## src/rtl/etmt_pkg.sv

```systemverilog
package etmt_pkg;

  localparam int unsigned CHAN_W   = 2;
  localparam int unsigned SAMPLE_W = 16;
  localparam int unsigned ALPHA_W  = 16;
  localparam int unsigned THR_W    = 15;
  localparam int unsigned IDX_W    = 3;
  localparam int unsigned DATA_W   = 16;
  localparam int unsigned AVG_W    = 32;

  localparam int unsigned QUEUE_DEPTH = 2;
  localparam int unsigned QPTR_W      = 1;
  localparam int unsigned QCNT_W      = 2;

  localparam logic [ALPHA_W-1:0] VOLT_ALPHA_RST   = 16'd6554;
  localparam logic [ALPHA_W-1:0] AMP_ALPHA_RST    = 16'd6554;
  localparam logic [ALPHA_W-1:0] CHARGE_ALPHA_RST = 16'd6554;
  localparam logic [THR_W-1:0]   VOLT_THR_RST     = 15'd5;
  localparam logic [THR_W-1:0]   AMP_THR_RST      = 15'd20;
  localparam logic [THR_W-1:0]   CHARGE_THR_RST   = 15'd100;

  localparam logic [CHAN_W-1:0] CH_HOUSE_VOLTS   = 2'd0;
  localparam logic [CHAN_W-1:0] CH_HOUSE_AMPS    = 2'd1;
  localparam logic [CHAN_W-1:0] CH_HOUSE_CHARGE  = 2'd2;
  localparam logic [CHAN_W-1:0] CH_STARTER_VOLTS = 2'd3;

  typedef enum logic [IDX_W-1:0] {
    REG_VOLT_ALPHA   = 3'd0,
    REG_AMP_ALPHA    = 3'd1,
    REG_CHARGE_ALPHA = 3'd2,
    REG_VOLT_THR     = 3'd3,
    REG_AMP_THR      = 3'd4,
    REG_CHARGE_THR   = 3'd5
  } reg_e;

  typedef enum logic [1:0] {
    TREND_NONE = 2'd0,
    TREND_UP   = 2'd1,
    TREND_DOWN = 2'd2
  } trend_e;

  typedef struct packed {
    logic [CHAN_W-1:0]          channel;
    logic signed [SAMPLE_W-1:0] sample;
    logic [ALPHA_W-1:0]         alpha;
    logic [THR_W-1:0]           thr;
  } item_t;

  typedef struct packed {
    logic full;
    logic empty;
  } q_status_t;

endpackage

```

## src/rtl/etmt_queue.sv

```systemverilog
module etmt_queue (
  input  logic              clk_i,
  input  logic              rst_ni,
  input  logic              push_i,
  input  etmt_pkg::item_t   item_i,
  input  logic              pop_i,
  output etmt_pkg::item_t   item_o,
  output etmt_pkg::q_status_t stat_o
);
  import etmt_pkg::*;

  item_t               mem_q [QUEUE_DEPTH];
  logic [QPTR_W-1:0]   wr_ptr_q, rd_ptr_q;
  logic [QCNT_W-1:0]   count_q, count_d;
  logic                do_push, do_pop;

  assign stat_o.full  = (count_q == QCNT_W'(QUEUE_DEPTH));
  assign stat_o.empty = (count_q == '0);
  assign do_push      = push_i && !stat_o.full;
  assign do_pop       = pop_i && !stat_o.empty;
  assign item_o       = mem_q[rd_ptr_q];

  always_comb begin
    count_d = count_q;
    if (do_push && !do_pop) begin
      count_d = count_q + 1'b1;
    end else if (do_pop && !do_push) begin
      count_d = count_q - 1'b1;
    end
  end

  always_ff @(posedge clk_i or negedge rst_ni) begin
    if (!rst_ni) begin
      wr_ptr_q <= '0;
      rd_ptr_q <= '0;
      count_q  <= '0;
    end else begin
      count_q <= count_d;
      if (do_push) begin
        wr_ptr_q <= wr_ptr_q + 1'b1;
      end
      if (do_pop) begin
        rd_ptr_q <= rd_ptr_q + 1'b1;
      end
    end
  end

  always_ff @(posedge clk_i) begin
    if (do_push) begin
      mem_q[wr_ptr_q] <= item_i;
    end
  end

  a_count_bound: assert property (@(posedge clk_i) disable iff (!rst_ni)
    count_q <= QCNT_W'(QUEUE_DEPTH))
    else $error("queue count above depth");

endmodule

```

## src/rtl/etmt_front.sv

```systemverilog
module etmt_front #(
  parameter int unsigned CHANNELS = 4
) (
  input  logic                              clk_i,
  input  logic                              rst_ni,
  input  logic                              in_valid_i,
  output logic                              in_stall_o,
  input  logic [etmt_pkg::CHAN_W-1:0]       channel_i,
  input  logic signed [etmt_pkg::SAMPLE_W-1:0] sample_i,
  input  logic                              cfg_valid_i,
  output logic                              cfg_ready_o,
  input  logic [etmt_pkg::IDX_W-1:0]        cfg_index_i,
  input  logic [etmt_pkg::DATA_W-1:0]       cfg_data_i,
  input  etmt_pkg::q_status_t               q_stat_i,
  output logic                              push_o,
  output etmt_pkg::item_t                   item_o
);
  import etmt_pkg::*;

  logic [ALPHA_W-1:0] volt_alpha_q, amp_alpha_q, charge_alpha_q;
  logic [THR_W-1:0]   volt_thr_q, amp_thr_q, charge_thr_q;
  logic               accept, in_range;

  assign cfg_ready_o = 1'b1;
  assign in_stall_o  = q_stat_i.full;
  assign accept      = in_valid_i && !q_stat_i.full;
  assign in_range    = (32'(channel_i) < CHANNELS);
  assign push_o      = accept && in_range;

  // Pick the channel's smoothing factor and threshold.
  always_comb begin
    item_o.channel = channel_i;
    item_o.sample  = sample_i;
    case (channel_i)
      CH_HOUSE_AMPS: begin
        item_o.alpha = amp_alpha_q;
        item_o.thr   = amp_thr_q;
      end
      CH_HOUSE_CHARGE: begin
        item_o.alpha = charge_alpha_q;
        item_o.thr   = charge_thr_q;
      end
      default: begin
        item_o.alpha = volt_alpha_q;
        item_o.thr   = volt_thr_q;
      end
    endcase
  end

  always_ff @(posedge clk_i or negedge rst_ni) begin
    if (!rst_ni) begin
      volt_alpha_q   <= VOLT_ALPHA_RST;
      amp_alpha_q    <= AMP_ALPHA_RST;
      charge_alpha_q <= CHARGE_ALPHA_RST;
      volt_thr_q     <= VOLT_THR_RST;
      amp_thr_q      <= AMP_THR_RST;
      charge_thr_q   <= CHARGE_THR_RST;
    end else if (cfg_valid_i && cfg_ready_o) begin
      unique case (cfg_index_i)
        REG_VOLT_ALPHA:   volt_alpha_q   <= cfg_data_i;
        REG_AMP_ALPHA:    amp_alpha_q    <= cfg_data_i;
        REG_CHARGE_ALPHA: charge_alpha_q <= cfg_data_i;
        REG_VOLT_THR:     volt_thr_q     <= cfg_data_i[THR_W-1:0];
        REG_AMP_THR:      amp_thr_q      <= cfg_data_i[THR_W-1:0];
        REG_CHARGE_THR:   charge_thr_q   <= cfg_data_i[THR_W-1:0];
        default: ;
      endcase
    end
  end

  a_push_in_range: assert property (@(posedge clk_i) disable iff (!rst_ni)
    push_o |-> (accept && (32'(item_o.channel) < CHANNELS)))
    else $error("pushed an item for a channel that does not exist");

endmodule

```

## src/rtl/etmt_back.sv

```systemverilog
module etmt_back #(
  parameter int unsigned CHANNELS = 4
) (
  input  logic                                  clk_i,
  input  logic                                  rst_ni,
  input  etmt_pkg::q_status_t                   q_stat_i,
  input  etmt_pkg::item_t                       item_i,
  output logic                                  pop_o,
  output logic                                  out_valid_o,
  input  logic                                  out_stall_i,
  output logic [etmt_pkg::CHAN_W-1:0]           channel_out_o,
  output logic signed [etmt_pkg::SAMPLE_W-1:0]  min_value_o,
  output logic signed [etmt_pkg::SAMPLE_W-1:0]  max_value_o,
  output logic [1:0]                            trend_o,
  output logic                                  first_sample_o
);
  import etmt_pkg::*;

  localparam int unsigned CH_IDX_W = (CHANNELS > 1) ? $clog2(CHANNELS) : 1;

  logic [CHANNELS-1:0]        seen_q;
  logic signed [SAMPLE_W-1:0] min_q [CHANNELS];
  logic signed [SAMPLE_W-1:0] max_q [CHANNELS];
  logic [AVG_W-1:0]           avg_q [CHANNELS];
  logic [AVG_W-1:0]           ref_q [CHANNELS];

  logic                       out_valid_q;
  logic [CHAN_W-1:0]          out_ch_q;
  logic signed [SAMPLE_W-1:0] out_min_q, out_max_q;
  trend_e                     out_trend_q;
  logic                       out_first_q;

  logic [CH_IDX_W-1:0]        idx;
  logic                       seen_cur;
  logic signed [SAMPLE_W-1:0] x, min_cur, max_cur, min_new, max_new;
  logic [AVG_W-1:0]           avg_cur, ref_cur, avg_new, ref_new, xq;
  logic signed [32:0]         xq_s, avg_s, d_s, diff_s, th_s, neg_th_s;
  logic signed [16:0]         alpha_s;
  logic signed [49:0]         prod_s;
  logic signed [33:0]         step_s, sum_s;
  trend_e                     trend_new;

  assign pop_o = !q_stat_i.empty && (!out_valid_q || !out_stall_i);

  assign idx      = CH_IDX_W'(item_i.channel);
  assign seen_cur = seen_q[idx];
  assign min_cur  = min_q[idx];
  assign max_cur  = max_q[idx];
  assign avg_cur  = avg_q[idx];
  assign ref_cur  = ref_q[idx];
  assign x        = item_i.sample;
  assign xq       = {x, 16'h0000};

  // Average step: floor(alpha * (x - avg) / 2^16), taken as the upper product bits.
  assign xq_s     = {x[SAMPLE_W-1], x, 16'h0000};
  assign avg_s    = {avg_cur[AVG_W-1], avg_cur};
  assign d_s      = xq_s - avg_s;
  assign alpha_s  = {1'b0, item_i.alpha};
  assign prod_s   = alpha_s * d_s;
  assign step_s   = prod_s[49:16];
  assign sum_s    = {avg_cur[AVG_W-1], avg_cur[AVG_W-1], avg_cur} + step_s;

  // Trend compare against the reference, threshold in Q16.16.
  assign diff_s   = {sum_s[AVG_W-1], sum_s[AVG_W-1:0]} - {ref_cur[AVG_W-1], ref_cur};
  assign th_s     = {2'b00, item_i.thr, 16'h0000};
  assign neg_th_s = -th_s;

  always_comb begin
    if (!seen_cur) begin
      min_new   = x;
      max_new   = x;
      avg_new   = xq;
      ref_new   = xq;
      trend_new = TREND_NONE;
    end else begin
      min_new   = (x < min_cur) ? x : min_cur;
      max_new   = (x > max_cur) ? x : max_cur;
      avg_new   = sum_s[AVG_W-1:0];
      ref_new   = ref_cur;
      trend_new = TREND_NONE;
      if (diff_s >= th_s) begin
        trend_new = TREND_UP;
      end else if (diff_s <= neg_th_s) begin
        trend_new = TREND_DOWN;
      end else begin
        ref_new = sum_s[AVG_W-1:0];
      end
    end
  end

  always_ff @(posedge clk_i or negedge rst_ni) begin
    if (!rst_ni) begin
      seen_q      <= '0;
      out_valid_q <= 1'b0;
    end else begin
      if (pop_o) begin
        seen_q[idx] <= 1'b1;
        out_valid_q <= 1'b1;
      end else if (!out_stall_i) begin
        out_valid_q <= 1'b0;
      end
    end
  end

  always_ff @(posedge clk_i) begin
    if (pop_o) begin
      min_q[idx]  <= min_new;
      max_q[idx]  <= max_new;
      avg_q[idx]  <= avg_new;
      ref_q[idx]  <= ref_new;
      out_ch_q    <= item_i.channel;
      out_min_q   <= min_new;
      out_max_q   <= max_new;
      out_trend_q <= trend_new;
      out_first_q <= !seen_cur;
    end
  end

  assign out_valid_o    = out_valid_q;
  assign channel_out_o  = out_ch_q;
  assign min_value_o    = out_min_q;
  assign max_value_o    = out_max_q;
  assign trend_o        = out_trend_q;
  assign first_sample_o = out_first_q;

  a_first_flag: assert property (@(posedge clk_i) disable iff (!rst_ni)
    (pop_o && !seen_cur) |=> (out_valid_q && out_first_q))
    else $error("seeding beat not flagged as first sample");

  a_first_neutral: assert property (@(posedge clk_i) disable iff (!rst_ni)
    (out_valid_q && out_first_q) |-> (out_trend_q == TREND_NONE))
    else $error("first sample reported a trend");

  a_min_le_max: assert property (@(posedge clk_i) disable iff (!rst_ni)
    out_valid_q |-> (out_min_q <= out_max_q))
    else $error("reported minimum above maximum");

endmodule

```

## src/rtl/ema_trend_minmax_tracker.sv

```systemverilog
// Channel  | Direction | Handshake                | Beat contents
// ---------+-----------+--------------------------+---------------------------------------
// in       | input     | in_valid_i / in_stall_o  | channel_i, sample_i
// out      | output    | out_valid_o / out_stall_i| channel_out_o, min/max_value_o,
//          |           |                          | trend_o, first_sample_o
// cfg      | input     | cfg_valid_i / cfg_ready_o| cfg_index_i, cfg_data_i
//
// One sample beat per cycle sustained while the output is not stalled. A beat
// passes the front stage in the cycle it is taken, is written into the two-entry
// queue, and the back stage's per-channel update (one 17x33 multiply, add,
// compare) lands it in the output register. Reset clears the per-channel seen
// bits and the queue, and loads the register reset values; per-channel
// statistics need no clearing. A stall on the output holds the result register;
// the queue then fills and in_stall_o rises once it holds two beats.
// cfg_ready_o is always high.
module ema_trend_minmax_tracker #(
  parameter int unsigned CHANNELS = 4
) (
  input  logic                                  clk_i,
  input  logic                                  rst_ni,
  input  logic                                  in_valid_i,
  output logic                                  in_stall_o,
  input  logic [etmt_pkg::CHAN_W-1:0]           channel_i,
  input  logic signed [etmt_pkg::SAMPLE_W-1:0]  sample_i,
  output logic                                  out_valid_o,
  input  logic                                  out_stall_i,
  output logic [etmt_pkg::CHAN_W-1:0]           channel_out_o,
  output logic signed [etmt_pkg::SAMPLE_W-1:0]  min_value_o,
  output logic signed [etmt_pkg::SAMPLE_W-1:0]  max_value_o,
  output logic [1:0]                            trend_o,
  output logic                                  first_sample_o,
  input  logic                                  cfg_valid_i,
  output logic                                  cfg_ready_o,
  input  logic [etmt_pkg::IDX_W-1:0]            cfg_index_i,
  input  logic [etmt_pkg::DATA_W-1:0]           cfg_data_i
);
  import etmt_pkg::*;

  q_status_t q_stat;
  item_t     push_item, pop_item;
  logic      push, pop;

  // Front: hold config, pick alpha and threshold, drop absent channels.
  etmt_front #(
    .CHANNELS (CHANNELS)
  ) u_front (
    .clk_i       (clk_i),
    .rst_ni      (rst_ni),
    .in_valid_i  (in_valid_i),
    .in_stall_o  (in_stall_o),
    .channel_i   (channel_i),
    .sample_i    (sample_i),
    .cfg_valid_i (cfg_valid_i),
    .cfg_ready_o (cfg_ready_o),
    .cfg_index_i (cfg_index_i),
    .cfg_data_i  (cfg_data_i),
    .q_stat_i    (q_stat),
    .push_o      (push),
    .item_o      (push_item)
  );

  // Queue: decouple the front from output back-pressure.
  etmt_queue u_queue (
    .clk_i  (clk_i),
    .rst_ni (rst_ni),
    .push_i (push),
    .item_i (push_item),
    .pop_i  (pop),
    .item_o (pop_item),
    .stat_o (q_stat)
  );

  // Back: advance the channel's min, max, average and trend reference.
  etmt_back #(
    .CHANNELS (CHANNELS)
  ) u_back (
    .clk_i          (clk_i),
    .rst_ni         (rst_ni),
    .q_stat_i       (q_stat),
    .item_i         (pop_item),
    .pop_o          (pop),
    .out_valid_o    (out_valid_o),
    .out_stall_i    (out_stall_i),
    .channel_out_o  (channel_out_o),
    .min_value_o    (min_value_o),
    .max_value_o    (max_value_o),
    .trend_o        (trend_o),
    .first_sample_o (first_sample_o)
  );

endmodule

```

## config.mk

```make
export PLATFORM = sky130hd
export DESIGN_NAME = ema_trend_minmax_tracker
export DESIGN_NICKNAME = d
export VERILOG_FILES = /design/src/rtl/etmt_pkg.sv /design/src/rtl/etmt_queue.sv /design/src/rtl/etmt_front.sv /design/src/rtl/etmt_back.sv /design/src/rtl/ema_trend_minmax_tracker.sv
export SDC_FILE = /design/constraint.sdc
export NUM_CORES = 2
export LEC_CHECK = 0
export ABC_AREA = 1
export BUFFER_PORTS_ARGS = -buffer_cell sky130_fd_sc_hd__buf_2
export CAP_MARGIN = 20
export CORE_MARGIN = 3
export CORE_UTILIZATION = 58
export DETAILED_ROUTE_END_ITERATION = 6
export PLACE_DENSITY = 0.72
export SYNTH_ARGS = -nofsm -noshare
export SYNTH_HDL_FRONTEND = slang
export SYNTH_SLANG_ARGS = --single-unit
```

## constraint.sdc

```tcl
create_clock -name clk_i -period 19.8 [get_ports clk_i]
set_clock_uncertainty 0.2 [all_clocks]
set_input_delay 1.98 -clock clk_i [delete_from_list [all_inputs] [get_ports clk_i]]
set_output_delay 1.98 -clock clk_i [all_outputs]
set_load 0.01 [all_outputs]
```

==> flow_metrics.env <==
export IMPL_grt_first_pass_wirelength_mm=199.2
export IMPL_cpMostUsedCell="nand2_1"
export IMPL_slowest_stage="o311ai_0"
export IMPL_synth_edf_count=519
export IMPL_timing_setup_critical_path_class="reg -> reg"
export IMPL_tritoncts="yes"
export IMPL_max_clock_path_buffers=3
export IMPL_most_instantiated_library_cell_after_synthesis="nand2_1"
export IMPL_synth_cells=5053
export IMPL_clock_root_buffer="clkbuf_16"
export IMPL_final_min_period_over_clock_period_pct=91.60
export IMPL_met2WireLength_mm=58.80
export IMPL_detailroute_via_count=35731
export IMPL_maxCapViolations=0
export IMPL_synth_top_cells_by_count="nand2_1, inv_1, edfxtp_1"
export IMPL_synth_seq_area_share_pct=37.80
export IMPL_timing_hold_violations_final=0
export IMPL_drc_errors=0
export IMPL_floorplan_core_area_um2=81330
export IMPL_worst_skew_pair_late_latency_ns=0.62
export IMPL_pre_cts_slack_ns=2.062
export IMPL_syn_mean_instance_area_um2=9.515
export IMPL_drt_pre_antenna_iters=6
export IMPL_antenna_found_initial=1
export IMPL_post_cts_repair_setup_buffers=0
export IMPL_floorplan_rows=104
export IMPL_pin_count_of_the_biggest_net_entering_global_routing=80
export IMPL_final_hold_slack_ns=0.2696
export IMPL_ratio_of_cells_with_drive_above_1_in_the_final_layout_pct=7.331
export IMPL_rsz0062_at_grt="no"
export IMPL_detailedRoute_firstIterationViolations=3342
export IMPL_report_final_setup_viol=0
export IMPL_timing_fmax_ghz=0.05514
export IMPL_critical_path_arrival_ns=18.35
export IMPL_crit_fanout=36
export IMPL_post_synth_num_cell_types=67
export IMPL_cts_hold_buffers_added=0
export IMPL_place_detailed_hpwl_mm=92.62
export IMPL_gp_congestion=0.9733
export IMPL_syn_nets=5840
export IMPL_dominantRegCellSynth="edfxtp_1"
export IMPL_tritoncts_num_buffers=68
export IMPL_setup_ws_ns=1.663
export IMPL_clock_sink_count=621
export IMPL_chipHeight_um=293.9
export IMPL_fin_nets=5891
export IMPL_tns_ns=0
export IMPL_layout_min_cycle_time_ns=18.14
export IMPL_port_buffers=80
export IMPL_die_w_um=293.9
export IMPL_detailroute_wirelength_met3_mm=10.01
export IMPL_insertedDiodeCount=0
export IMPL_post_dr_wirelength_cell_um=20.39
export IMPL_worst_setup_path_end_kind="flip-flop"
export IMPL_synth_largest_area_cell="edfxtp_1"
export IMPL_global_route_overflow_total=0
export IMPL_timing_critical_path_required_ns=20.01
export IMPL_max_slew_worst_pin_slew_ns=1.019
export IMPL_crit_path_start_kind="flip-flop"
export IMPL_met1Wirelength_mm=51.85
export IMPL_reg2reg_setup_slack_ns=1.66
export IMPL_postCtsResizedCells=0
export IMPL_via_count_of_the_first_global_routing_pass=35813
export IMPL_postRouteAntennaNets=0
export IMPL_post_synth_instance_area_um2=48080
export IMPL_place_inst=6087
export IMPL_postSynthRegisterBits=621
export IMPL_synth_top_area_share_pct=32.41
export IMPL_cts_clk_slew_worst_paths_ns=0.06
export IMPL_grt_usage_pct=29.77
export IMPL_final_non_filler_cells=6216
export IMPL_syn_to_final_growth_pct=8.252
export IMPL_ctsHtreeMaxLevel=3
export IMPL_async_flop_share_pct=16.43
export IMPL_timing_final_max_slew_violations=0
export IMPL_fillers=6542
export IMPL_drt_wl_total_mm=126.7
export IMPL_holdCritPathClass="reg -> reg"
export IMPL_dieArea_um2=86390
export IMPL_route_top_layer_used="met5"
export IMPL_synth_top_cells_by_area="edfxtp_1, fa_1, nand2_1"
export IMPL_worst_case_headroom_to_the_max_slew_limit_pct=31.87
export IMPL_yosys_warnings=0
export IMPL_status="complete, no violations"
export IMPL_maximum_cell_stage_delay_along_the_critical_path_ns=0.79
export IMPL_io_pin_count=82
export IMPL_initial_utilization_pct=59.12
export IMPL_routed_via_density=5.748
==> placed cells by master, fill, tap and decap left out, types with 70 or more instances in the layout <==
master	netlist	final
nand2_1	1113	1113
inv_1	864	862
edfxtp_1	519	519
fa_1	491	491
nor2_1	402	396
ha_1	254	254
a21oi_1	220	220
o21ai_0	202	197
nand3_1	173	173
xor2_1	80	80
buf_2	10	79
dfrtp_1	74	73
clkbuf_16	0	70
==> area by class of cell <==
cell class / count / area (um2) / share of cell area, %
multi-input cells: 3377 / 25950 / 49.85
flip-flops and latches: 621 / 18170 / 34.92
inverters: 895 / 3369 / 6.474
clock buffers: 88 / 1879 / 3.611
well taps: 1060 / 1326 / 2.548
repair buffers: 141 / 939.7 / 1.805
clock inverters: 34 / 414.1 / 0.7957
==> layer usage <==
layer,track usage [%],vias up
met5,0,-
met4,13.41,2
met3,4.219,340
met2,47.47,1576
met1,41.01,17413
li1,-,16400
==> critical path, delay by kind of cell (launching register included) <==
kind	cells	cell delay, ns
AO/OA/AOI/OAI	15	3.89
XOR/XNOR	3	0.87
adder cells (fa/ha/maj)	11	4.62
buffers and inverters	10	1.91
flip-flops	1	0.60
AND/OR/NAND/NOR	37	5.79
==> sequential cells by signal, summed over array words and instances (netlist names), 16 cells and up <==
name                    cells
u_back.avg_q              128
u_back.ref_q              128
u_queue.mem_q              98
u_back.max_q               64
u_back.min_q               64
u_back.max_value_o         16
u_back.min_value_o         16
u_front.amp_alpha_q        16
u_front.charge_alpha_q     16
u_front.volt_alpha_q       16
==> path summary, 6_finish.rpt <==
kind | startpoint | endpoint | cells after the start
setup reg to reg | u_queue.rd_ptr_q | u_back.ref_q[1][11] | 76
min in group asynchronous | rst_ni | u_queue.count_q[0] | 1
hold / removal | u_back.seen_q[0] | u_back.seen_q[0] | 1
max in group asynchronous | rst_ni | u_front.amp_alpha_q[10] | 2
setup / recovery | u_queue.rd_ptr_q | u_back.ref_q[1][11] | 76
hold reg to reg | u_back.seen_q[0] | u_back.seen_q[0] | 1
==> per-stage QoR <==
stage / util (%) / instance area (um2)
2_1_floorplan: - / 48080
3_5_place_dp: 61.02 / 49620
6_report: 64.00 / 52050
5_1_grt: 64.00 / 52050
3_3_place_gp: 61.02 / 49620
4_1_cts: 63.84 / 51920
==> cell families after synthesis <==
logic type / count (synthesis) / share of synthesized area (%)
compound gates: 680 / 8.848
flops: 621 / 37.80
xor+xnor: 116 / 2.160
buf+inv: 1055 / 8.463
simple gates: 1825 / 15.47
other cells: 1 / 0.007799
mux: 10 / 0.2082
fa+ha+maj: 745 / 27.05
Power is not shown: default switching activity piles up to over one toggle a cycle in this logic, so the estimate is an artifact.
